$ cat src/design/rbm_pkg.sv
// rbm_pkg: types and constants shared by the blend unit modules
// no dependencies; imported by rbm_lane, rbm_merge and rgb_blend_mode_unit
`timescale 1ns / 1ps

package rbm_pkg;

   typedef logic [7:0] chan_type;

   typedef struct packed {
      chan_type blue;
      chan_type green;
      chan_type red;
   } pixel_type;

   // one item as it travels beside the lanes
   typedef struct packed {
      logic [2:0] func;
      logic [1:0] chan;
      pixel_type  first;
      pixel_type  second;
   } item_type;

   // blend modes
   localparam logic [2:0] FUNC_MULTIPLY  = 3'd0;
   localparam logic [2:0] FUNC_SUBTRACT  = 3'd1;
   localparam logic [2:0] FUNC_SCREEN    = 3'd2;
   localparam logic [2:0] FUNC_OVERLAY   = 3'd3;
   localparam logic [2:0] FUNC_ADD_GREEN = 3'd4;
   localparam logic [2:0] FUNC_RED_X4    = 3'd5;
   localparam logic [2:0] FUNC_REPLICATE = 3'd6;
   localparam logic [2:0] FUNC_INSERT    = 3'd7;

   // channel select codes
   localparam logic [1:0] CH_BLUE  = 2'd0;
   localparam logic [1:0] CH_GREEN = 2'd1;
   localparam logic [1:0] CH_RED   = 2'd2;

   localparam chan_type CHAN_MAX     = 8'd255;
   localparam chan_type OVERLAY_KNEE = 8'd127;
   localparam chan_type GREEN_BOOST  = 8'd200;

   // round(p / 255) = floor((p + 127) / 255), exact reciprocal for p + 127 < 2**18
   localparam logic [17:0] ROUND_BIAS  = 18'd127;
   localparam logic [18:0] RECIP_255   = 19'd263173;
   localparam int          RECIP_SHIFT = 26;

endpackage

$ cat src/design/rgb_blend_mode_unit.sv
// rgb_blend_mode_unit: blends one pixel pair per clock in one of eight modes
// uses rbm_pkg, rbm_lane (one per color channel) and rbm_merge
//
// usage:
//   - an item (mode plus first and second pixel) is taken at each rising edge
//     with start high and busy low; busy stays low, so one item per clock
//   - the blended pixel shows on rsp_out_* for one cycle with rsp_strobe high,
//     after the three register stages below, in order
//   - latency is set by three register stages: lane product, lane rounded
//     divide by 255 (reciprocal multiply), and the merge/output register
//   - throughput is one item per cycle; three lanes run blue, green and red
//     side by side and the merge stage applies the whole-pixel modes
//   - the receiver cannot stall: every result must be taken when strobed
//   - csr_* writes channel_select (always ready); write it only while no item
//     is in flight
//   - reset clears the strobe pipeline and sets channel_select to blue
`timescale 1ns / 1ps

module rgb_blend_mode_unit
   import rbm_pkg::*;
(
   input  logic       clock,
   input  logic       reset,
   input  logic       start,
   output logic       busy,
   input  logic [2:0] req_func,
   input  chan_type   req_first_blue,
   input  chan_type   req_first_green,
   input  chan_type   req_first_red,
   input  chan_type   req_second_blue,
   input  chan_type   req_second_green,
   input  chan_type   req_second_red,
   output logic       rsp_strobe,
   output chan_type   rsp_out_blue,
   output chan_type   rsp_out_green,
   output chan_type   rsp_out_red,
   input  logic       csr_valid,
   output logic       csr_ready,
   input  logic [1:0] csr_data
);

   logic       accept;
   logic [1:0] chan_in, chan_ff;
   logic [2:0] valid_in, valid_ff;
   item_type   item_in, item1_ff, item2_ff;
   pixel_type  lanes;
   pixel_type  pixel;

   assign busy      = 1'b0;
   assign csr_ready = 1'b1;
   assign accept    = start && !busy;

   always_comb begin
      chan_in = (csr_valid && csr_ready) ? csr_data : chan_ff;
   end

   always_ff @(posedge clock) begin
      if (reset) begin
         chan_ff  <= CH_BLUE;
         valid_ff <= '0;
      end else begin
         chan_ff  <= chan_in;
         valid_ff <= valid_in;
      end
   end

   assign valid_in = {valid_ff[1:0], accept};

   always_comb begin
      item_in.func         = req_func;
      item_in.chan         = chan_ff;
      item_in.first.blue   = req_first_blue;
      item_in.first.green  = req_first_green;
      item_in.first.red    = req_first_red;
      item_in.second.blue  = req_second_blue;
      item_in.second.green = req_second_green;
      item_in.second.red   = req_second_red;
   end

   // side pipeline keeps the item aligned with the two lane stages
   always_ff @(posedge clock) begin
      item1_ff <= item_in;
      item2_ff <= item1_ff;
   end

   rbm_lane u_lane_blue (
      .clock  (clock),
      .func   (req_func),
      .a      (req_first_blue),
      .b      (req_second_blue),
      .result (lanes.blue)
   );

   rbm_lane u_lane_green (
      .clock  (clock),
      .func   (req_func),
      .a      (req_first_green),
      .b      (req_second_green),
      .result (lanes.green)
   );

   rbm_lane u_lane_red (
      .clock  (clock),
      .func   (req_func),
      .a      (req_first_red),
      .b      (req_second_red),
      .result (lanes.red)
   );

   rbm_merge u_merge (
      .clock (clock),
      .item  (item2_ff),
      .lanes (lanes),
      .pixel (pixel)
   );

   assign rsp_strobe    = valid_ff[2];
   assign rsp_out_blue  = pixel.blue;
   assign rsp_out_green = pixel.green;
   assign rsp_out_red   = pixel.red;

   a_latency: assert property (@(posedge clock) disable iff (reset)
      accept |-> ##3 rsp_strobe)
      else $error("item accepted but no result three cycles later");

   a_no_phantom: assert property (@(posedge clock) disable iff (reset)
      rsp_strobe |-> $past(accept, 3))
      else $error("result strobe without a matching item");

   a_add_green: assert property (@(posedge clock) disable iff (reset)
      (accept && (req_func == FUNC_ADD_GREEN)) |-> ##3 (rsp_out_green >= GREEN_BOOST))
      else $error("add green result below boost");

   a_red_x4_blue: assert property (@(posedge clock) disable iff (reset)
      (accept && (req_func == FUNC_RED_X4)) |-> ##3 (rsp_out_blue == '0))
      else $error("red x4 left blue nonzero");

endmodule

$ cat src/design/rbm_lane.sv
// rbm_lane: one color channel of the multiply, subtract, screen and overlay modes
// two register stages: product, then rounded divide by 255; uses rbm_pkg
`timescale 1ns / 1ps

module rbm_lane
   import rbm_pkg::*;
(
   input  logic       clock,
   input  logic [2:0] func,
   input  chan_type   a,
   input  chan_type   b,
   output chan_type   result
);

   chan_type    inv_a;
   chan_type    inv_b;
   chan_type    op_x;
   chan_type    op_y;
   logic        use_inv;
   logic [15:0] prod16;

   logic [16:0] prod_in, prod_ff;
   logic        inv_in, inv_ff;
   logic        sub_sel_in, sub_sel_ff;
   chan_type    sub_in, sub_ff;

   logic [17:0] biased;
   logic [36:0] scaled;
   chan_type    quot;
   chan_type    result_in, result_ff;

   // stage 1: pick operands and multiply
   always_comb begin
      inv_a   = CHAN_MAX - a;
      inv_b   = CHAN_MAX - b;
      use_inv = (func == FUNC_SCREEN) || ((func == FUNC_OVERLAY) && (a > OVERLAY_KNEE));
      op_x    = use_inv ? inv_a : a;
      op_y    = use_inv ? inv_b : b;
      prod16  = 16'(op_x) * 16'(op_y);
      // overlay works on twice the product
      prod_in    = (func == FUNC_OVERLAY) ? {prod16, 1'b0} : {1'b0, prod16};
      inv_in     = use_inv;
      sub_sel_in = (func == FUNC_SUBTRACT);
      sub_in     = (b > a) ? (b - a) : '0;
   end

   always_ff @(posedge clock) begin
      prod_ff    <= prod_in;
      inv_ff     <= inv_in;
      sub_sel_ff <= sub_sel_in;
      sub_ff     <= sub_in;
   end

   // stage 2: rounded divide by 255 through the reciprocal
   always_comb begin
      biased = {1'b0, prod_ff} + ROUND_BIAS;
      scaled = 37'(biased) * 37'(RECIP_255);
      quot   = scaled[RECIP_SHIFT +: 8];
      if (sub_sel_ff) begin
         result_in = sub_ff;
      end else if (inv_ff) begin
         result_in = CHAN_MAX - quot;
      end else begin
         result_in = quot;
      end
   end

   always_ff @(posedge clock) begin
      result_ff <= result_in;
   end

   assign result = result_ff;

endmodule

$ cat src/design/rbm_merge.sv
// rbm_merge: combines the lane results with the per-pixel modes into the output pixel
// one register stage; uses rbm_pkg
`timescale 1ns / 1ps

module rbm_merge
   import rbm_pkg::*;
(
   input  logic      clock,
   input  item_type  item,
   input  pixel_type lanes,
   output pixel_type pixel
);

   pixel_type pixel_in, pixel_ff;
   logic [8:0] green_sum;
   chan_type   green_sat;
   chan_type   red_sat;
   chan_type   picked;

   always_comb begin
      green_sum = {1'b0, item.first.green} + {1'b0, GREEN_BOOST};
      green_sat = green_sum[8] ? CHAN_MAX : green_sum[7:0];
      red_sat   = (item.first.red[7:6] != 2'b00) ? CHAN_MAX : {item.first.red[5:0], 2'b00};

      case (item.chan)
         CH_BLUE:  picked = item.first.blue;
         CH_GREEN: picked = item.first.green;
         CH_RED:   picked = item.first.red;
         default:  picked = item.first.blue;
      endcase

      pixel_in = item.first;
      case (item.func)
         FUNC_MULTIPLY, FUNC_SUBTRACT, FUNC_SCREEN, FUNC_OVERLAY: begin
            pixel_in = lanes;
         end
         FUNC_ADD_GREEN: begin
            pixel_in.green = green_sat;
         end
         FUNC_RED_X4: begin
            pixel_in.blue = '0;
            pixel_in.red  = red_sat;
         end
         FUNC_REPLICATE: begin
            // unused selector passes the first pixel through
            if (item.chan inside {CH_BLUE, CH_GREEN, CH_RED}) begin
               pixel_in.blue  = picked;
               pixel_in.green = picked;
               pixel_in.red   = picked;
            end
         end
         FUNC_INSERT: begin
            case (item.chan)
               CH_BLUE:  pixel_in.blue  = item.second.blue;
               CH_GREEN: pixel_in.green = item.second.green;
               CH_RED:   pixel_in.red   = item.second.red;
               default:  pixel_in = item.first;
            endcase
         end
         default: begin
            pixel_in = item.first;
         end
      endcase
   end

   always_ff @(posedge clock) begin
      pixel_ff <= pixel_in;
   end

   assign pixel = pixel_ff;

endmodule

$ cat config.mk
export PLATFORM = sky130hd
export DESIGN_NAME = rgb_blend_mode_unit
export DESIGN_NICKNAME = d
export VERILOG_FILES = /design/src/design/rbm_pkg.sv /design/src/design/rgb_blend_mode_unit.sv /design/src/design/rbm_lane.sv /design/src/design/rbm_merge.sv
export SDC_FILE = /design/constraint.sdc
export NUM_CORES = 1
export LEC_CHECK = 0
export ABC_AREA = 1
export BUFFER_PORTS_ARGS = -buffer_cell sky130_fd_sc_hd__buf_4
export CORE_MARGIN = 2
export CORE_UTILIZATION = 45
export DETAILED_ROUTE_END_ITERATION = 6
export GPL_TIMING_DRIVEN = 0
export PLACE_DENSITY = 0.71
export SYNTH_ARGS = -nofsm -noshare
export SYNTH_HDL_FRONTEND = slang
export SYNTH_SLANG_ARGS = --single-unit
$ cat constraint.sdc
create_clock -name clock -period 14.1 [get_ports clock]
set_clock_uncertainty 0.15 [all_clocks]
set_input_delay 4.23 -clock clock [delete_from_list [all_inputs] [get_ports clock]]
set_output_delay 4.23 -clock clock [all_outputs]
set_load 0.01 [all_outputs]
Yosys cells after proc, flatten, opt, wreduce, memory -nomap -nowiden
Cells that the tools add are included.
{ "classes": {"addsub": 16, "mul": 6, "n_lt_le_gt_ge": 6, "eq_ne": 12, "n_mux": 25, "n_reduce_logical": 11} }
{ "op_table": {"columns": ["operator", "n"], "rows": [
  ["$mux 8", 17],
  ["$mul 18x19->34 const B", 3],
  ["$pmux 8 s4", 3],
  ["$sub 8x8->8 const A", 9],
  ["$add 17x7->18 const B", 3],
  ["$mul 8x8->16", 3],
  ["$mux 16", 3],
  ["$gt 8x7->1 const B", 3],
  ["$gt 8x8->1", 3],
  ["$mux 24", 1],
  ["$sub 8x8->8", 3],
  ["$pmux 8 s2", 1],
  ["$eq 3x2->1 const B", 4],
  ["$eq 3x3->1 const B", 4],
  ["$add 8x8->9 const B", 1],
  ["$eq 3x1->1 const B", 2],
  ["$reduce_or 4->1", 1],
  ["$logic_and 1x1->1", 3],
  ["$logic_not 3->1", 1],
  ["$logic_or 1x1->1", 3],
  ["$reduce_bool 3->1", 1],
  ["$eq 2x1->1 const B", 1],
  ["$eq 2x2->1 const B", 1],
  ["$logic_not 2->1", 1],
  ["$reduce_bool 2->1", 1]
]} }
{ "word_totals": {"ff_bits": 238, "in_bits": 57, "out_inout_bits": 27, "elab_cells": 116} }

Depth between registers and ports, before layout
{ "logic_depth": {"depth_word": 6, "depth_mapped": 29, "depth_no_buf": 29} }

By module
Synthesis repeated with hierarchy kept, for this count alone.
{ "hier_totals": {"hier_cells": 3295, "hier_area_um2": 24606.1} }
{ "modules_own_cells": {"columns": ["module", "instances", "cells_per_inst", "area_per_inst_um2", "seq_area_each_um2"], "rows": [
  ["rbm_lane (u_lane_red)", 1, 970, 6960.4, 700.7],
  ["rbm_lane (u_lane_blue)", 1, 908, 6631.4, 700.7],
  ["rbm_lane (u_lane_green)", 1, 900, 6580.1, 700.7],
  ["rgb_blend_mode_unit", 1, 132, 2308.5, 2222.1],
  ["rbm_merge", 1, 385, 2125.8, 480.5]
]} }

Worst setup path before layout
Ideal clock, no wire load.
{ "synth_path": {"path_type": "in2reg", "from": "input port req_func[0]", "to": "register u_lane_blue.prod_ff[11]", "setup_time_ps": 113, "arrival_time_ps": 8601, "t_required_ps": 13837, "slack_ps": 5236, "cell_stages": 20, "path_buffers": 1, "cell_sequence": "inv_2 -> o21ai_4 -> buf_8 -> xor2_2 -> inv_1 -> nor2_1 -> fa_1 -> fa_1 -> fa_1 -> inv_1 -> fa_1 -> inv_1 -> ha_1 -> a21oi_1 -> o21ai_0 -> a21oi_1 -> o21ai_0 -> or2_2 -> nand3_1 -> nand2_1"} }
{ "synth_via": {"elab_chain_len": 6, "word_cells_on_any_way": 8, "classes_between": "1 x mul; 2 x eq/ne; 3 x mux; 2 x reduce/logical"} }
{ "synth_rtl": {"columns": ["item", "line", "text"], "rows": [
  ["from (decl)", "rgb_blend_mode_unit.sv:26", "input logic [2:0] req_func,"],
  ["$eq 3x2->1", "rbm_lane.sv:36, rbm_lane.sv:41", null],
  ["$logic_and 1x1->1", "rbm_lane.sv:36", "use_inv = (func == FUNC_SCREEN) || ((func == FUNC_OVERLAY) && (a > OVERLAY_KNEE));"],
  ["$logic_or 1x1->1", "rbm_lane.sv:36", null],
  ["$mux 8, on equally long branches", "rbm_lane.sv:37, rbm_lane.sv:38", null],
  ["$mul 8x8->16", "rbm_lane.sv:39", "prod16 = 16'(op_x) * 16'(op_y);"],
  ["$mux 16 *", "rbm_lane.sv:41", "prod_in = (func == FUNC_OVERLAY) ? {prod16, 1'b0} : {1'b0, prod16};"],
  ["via u_lane_blue.prod_in[11]", "rbm_lane.sv:22", "logic [16:0] prod_in, prod_ff;"],
  ["to (signal assigned)", "rbm_lane.sv:48", "prod_ff <= prod_in;"],
  ["to (decl)", "rbm_lane.sv:22", null]
]} }
The timed path passes the listed nets; every way through them passes the cells marked *.
A chain may end at the register's enable or synchronous reset.

Worst setup path after layout
{ "layout_path": {"from": "input port req_func[0]", "to": "register u_lane_blue.prod_ff[12]"} }
The elaborated chain is that of the path after synthesis.

==> results.rst <==
.. list-table::
   :header-rows: 1

   * - Metric
     - Value
   * - Status
     - finished, final reports clean
   * - Setup slack of the most critical reg-to-reg path
     - 8.72 ns
   * - Count of input and output buffers
     - 81
   * - DP HPWL
     - 54570 µm
   * - Reg clk slew, reported paths
     - 0.06 ns
   * - Cell count of the worst hold path
     - 0
   * - Main combinational cell family by area after synthesis
     - adder cells
   * - CTS root buffer
     - sky130_fd_sc_hd__clkbuf_16
   * - Synth top area share
     - 0.2188
   * - Diode insertion count for antenna repair
     - 0
   * - Cell accounting for the most synthesized area
     - sky130_fd_sc_hd__ha_1
   * - Remaining DRCs
     - 0
   * - Mapped Cells
     - 3156
   * - Antenna Nets Post-Route
     - 0
   * - Total congestion overflow after global routing
     - 0
   * - Number of different library cells in the post-synthesis netlist
     - 56
   * - Hold worst-path end
     - item2_ff[41]
   * - Total of hold buffers inserted after clock tree synthesis
     - 0
   * - Final setup violation count
     - 0
   * - Proportion of synthesized flip-flops having asynchronous set or reset
     - 0
   * - Worst Setup Path Type
     - input port to flip-flop
   * - RR Startpoint
     - u_lane_red.prod_ff[0]
   * - Post-detailed-route via-to-cell ratio
     - 5.249
   * - Die X-Extent
     - 235.6 µm
   * - Post-synthesis compound-gate area fraction
     - 0.1022
   * - Hold_sp
     - item1_ff[41]
   * - Primary flip-flop cell chosen by synthesis mapping
     - sky130_fd_sc_hd__dfxtp_1
   * - WP data arrival
     - 9.24 ns
   * - Initial DRT Pass Iterations
     - 6
   * - Ports
     - 84
   * - Pin count of the biggest net entering global routing
     - 15
   * - Net count of the finished layout
     - 3894
   * - Highest Clock Rate
     - 111.7 MHz
   * - Initial antenna violation count
     - 1
   * - Area growth from synthesis to layout
     - 9.742%
   * - # placed instances
     - 3925
   * - Worst slew margin relative to its limit
     - 0.4126
   * - First-iteration detailed-routing DRC count
     - 1557
   * - Number of enable flip-flop cells after synthesis
     - 0
   * - RSZ-0062 raised after global routing
     - no
   * - Adder-cell share of the synthesized area
     - 0.3432
   * - Area of the core
     - 0.05276 mm²
   * - FF-to-FF End
     - u_lane_red.result[7]
   * - Startpoint kind of the worst setup timing path
     - input port
   * - CTS tree
     - done
   * - Number of global-route vias before repair
     - 20.37k
   * - Hold violation count in the final report
     - 0
   * - CTS H-tree depth
     - 1
   * - Number of buffers created by CTS
     - 26
   * - Post-synth top cells
     - sky130_fd_sc_hd__nand2_1 (594), sky130_fd_sc_hd__inv_1 (574), sky130_fd_sc_hd__ha_1 (422)
   * - Most frequent cell after synthesis
     - sky130_fd_sc_hd__nand2_1
   * - Number of gates resized after cts
     - 0
   * - Number of rows created at floorplan
     - 84
   * - Tmin final
     - 8.955 ns
   * - DIE HEIGHT
     - 235.6 µm
   * - Clock sink count
     - 238
   * - Cell Count, Final, Fillers Out
     - 3971
   * - Total Wirelength
     - 64920 µm
   * - Final Max Tran Viols
     - 0
   * - Depth of the worst register-to-register path
     - 25
   * - Area share of and/or/nand/nor cells after synthesis
     - 0.2012
   * - Synthesized Nets
     - 3785
   * - Post-CTS Setup Repair Bufs
     - 0
   * - Synth Cell Area
     - 0.02413 mm²
   * - Highest net fanout along the worst path
     - 10
   * - DR WL/cell
     - 16.35 µm
   * - Clock latency at the later pin of the worst-skew pair
     - 0.56 ns
   * - Synthesis-stage register bit count
     - 238
   * - First-pass GRT wire length
     - 105900 µm
   * - Xor-xnor portion of the synthesized cell area
     - 0.05402
   * - Share of cells above drive strength 1
     - 0.06122
   * - Clock buffer depth
     - 3
   * - Total global routing track utilization
     - 0.2346
   * - Class of the tightest hold or removal check
     - flip-flop to flip-flop
   * - Effective utilization at floorplan
     - 0.4574
   * - Required arrival time at the worst endpoint
     - 14.39 ns
   * - Actual slew at the worst max-slew pin
     - 0.8811 ns
   * - Top post-synthesis cells by area
     - sky130_fd_sc_hd__ha_1 (22%), sky130_fd_sc_hd__dfxtp_1 (20%), sky130_fd_sc_hd__fa_1 (12%)
   * - Fraction of synthesized area in multiplexers
     - 0.001244
   * - Share of the clock period used by the worst path after layout
     - 0.6351
   * - Total number of vias
     - 20.85k
   * - Routability Congestion
     - 0.9585
   * - Syn avg cell area
     - 7.647 µm²
   * - Sequential share of the synthesized area
     - 0.1974
   * - Warnings from Yosys
     - 0
   * - Setup_tns
     - 0 ns
   * - Die ar.
     - 0.05550 mm²
   * - Max-capacitance violation count
     - 0
   * - Worst Setup End Kind
     - flip-flop
-- flip-flops by register name (all words and copies together) (netlist names), 3 cells and up --
| name | flops |
|---|---|
| valid_ff | 3 |
| item2_ff | 53 |
| u_lane_blue.sub_ff | 8 |
| u_lane_red.sub_ff | 8 |
| u_lane_blue.result | 8 |
| u_merge.pixel | 24 |
| u_lane_green.sub_ff | 8 |
| u_lane_red.result | 8 |
| u_lane_green.prod_ff | 17 |
| u_lane_green.result | 8 |
| item1_ff | 53 |
| u_lane_red.prod_ff | 17 |
| u_lane_blue.prod_ff | 17 |
-- cells by family after synthesis --
group / Yosys count
and+or+nand+nor: 1168
adders and majority gates: 572
AOI/OAI and AO/OA: 417
other: 2
buffers and inverters: 623
xor gates and xnor gates: 133
DFF: 238
muxes: 3
-- per-stage QoR --
stage,cell area [µm²],util,hold WS (ns),setup WS (ns)
2_1_floorplan,24130,-,0.1596,5.236
3_3_place_gp,25600,0.4852,0.1603,4.641
3_5_place_dp,25600,0.4852,0.1621,4.607
5_1_grt,26480,0.5020,0.1763,4.835
6_report,26480,0.5020,0.1747,5.145
4_1_cts,26480,0.5020,0.1753,5.179
-- placed cells by master (no fill, tap or decap), drive strengths merged, types with 5 or more instances in the layout --
cell / count
nand2: 594
inv: 584
ha: 422
nor2: 313
dfxtp: 238
o21ai: 157
fa: 150
a21oi: 138
nand3: 137
buf: 106
xor2: 83
xnor2: 47
clkbuf: 46
nor3: 42
nand4: 38
a21o: 19
o211ai: 16
o2111ai: 16
or2: 16
a31oi: 15
nor4: 12
o21bai: 11
a22oi: 10
nand3b: 9
o21a: 8
o22ai: 7
clkinv: 7
a221oi: 5
-- final cells by class --
class / count / area (µm²)
clock buffers: 29 / 681.9
plain buffers: 42 / 241.5
well taps: 688 / 860.8
repair buffers: 81 / 608.1
inverters: 581 / 2181
fillers: 5090 / 26280
clock inverters: 17 / 200.2
multi-input cells: 2295 / 16950
flip-flops and latches: 238 / 4765
-- critical path, stage by stage --
cell and delay [ns]:
sky130_fd_sc_hd__buf_4 0.10, sky130_fd_sc_hd__inv_2 0.08, sky130_fd_sc_hd__o21ai_4 0.41, sky130_fd_sc_hd__buf_8 0.24
sky130_fd_sc_hd__xor2_2 0.21, sky130_fd_sc_hd__inv_1 0.17, sky130_fd_sc_hd__nor2_1 0.17, sky130_fd_sc_hd__fa_1 0.46
sky130_fd_sc_hd__fa_1 0.53, sky130_fd_sc_hd__fa_1 0.55, sky130_fd_sc_hd__inv_1 0.06, sky130_fd_sc_hd__fa_1 0.53
sky130_fd_sc_hd__inv_1 0.04, sky130_fd_sc_hd__ha_1 0.34, sky130_fd_sc_hd__a21oi_1 0.20, sky130_fd_sc_hd__o21ai_0 0.13
sky130_fd_sc_hd__a21oi_1 0.20, sky130_fd_sc_hd__o21ai_0 0.15, sky130_fd_sc_hd__or2_2 0.31, sky130_fd_sc_hd__nand3_1 0.07
sky130_fd_sc_hd__nand2_1 0.05
-- worst max-delay path by stage --
stage | to | slack, ns | start
after CTS | u_lane_blue.prod_ff[12] | 5.18 | req_func[0]
after global placement | u_lane_blue.prod_ff[11] | 4.64 | req_func[0]
after global routing | u_lane_blue.prod_ff[12] | 4.83 | req_func[0]
after detailed placement | u_lane_blue.prod_ff[10] | 4.61 | req_func[1]
final | u_lane_blue.prod_ff[12] | 5.15 | req_func[0]
after floorplan | u_lane_blue.prod_ff[11] | 5.24 | req_func[0]
-- layer usage --
layer	share of wire	GRT usage	vias up	wire length (µm)
li1	-	-	10400	-
met1	0.47	0.3331	9713	30660
met2	0.44	0.3796	631	28380
met3	0.069	0.03318	99	4483
met4	0.021	0.04729	2	1381
met5	0.00020	0	-	13
Power is left out: the tool's default activity adds up to more than one toggle a clock period on the data nets, which glitch-free logic cannot reach.
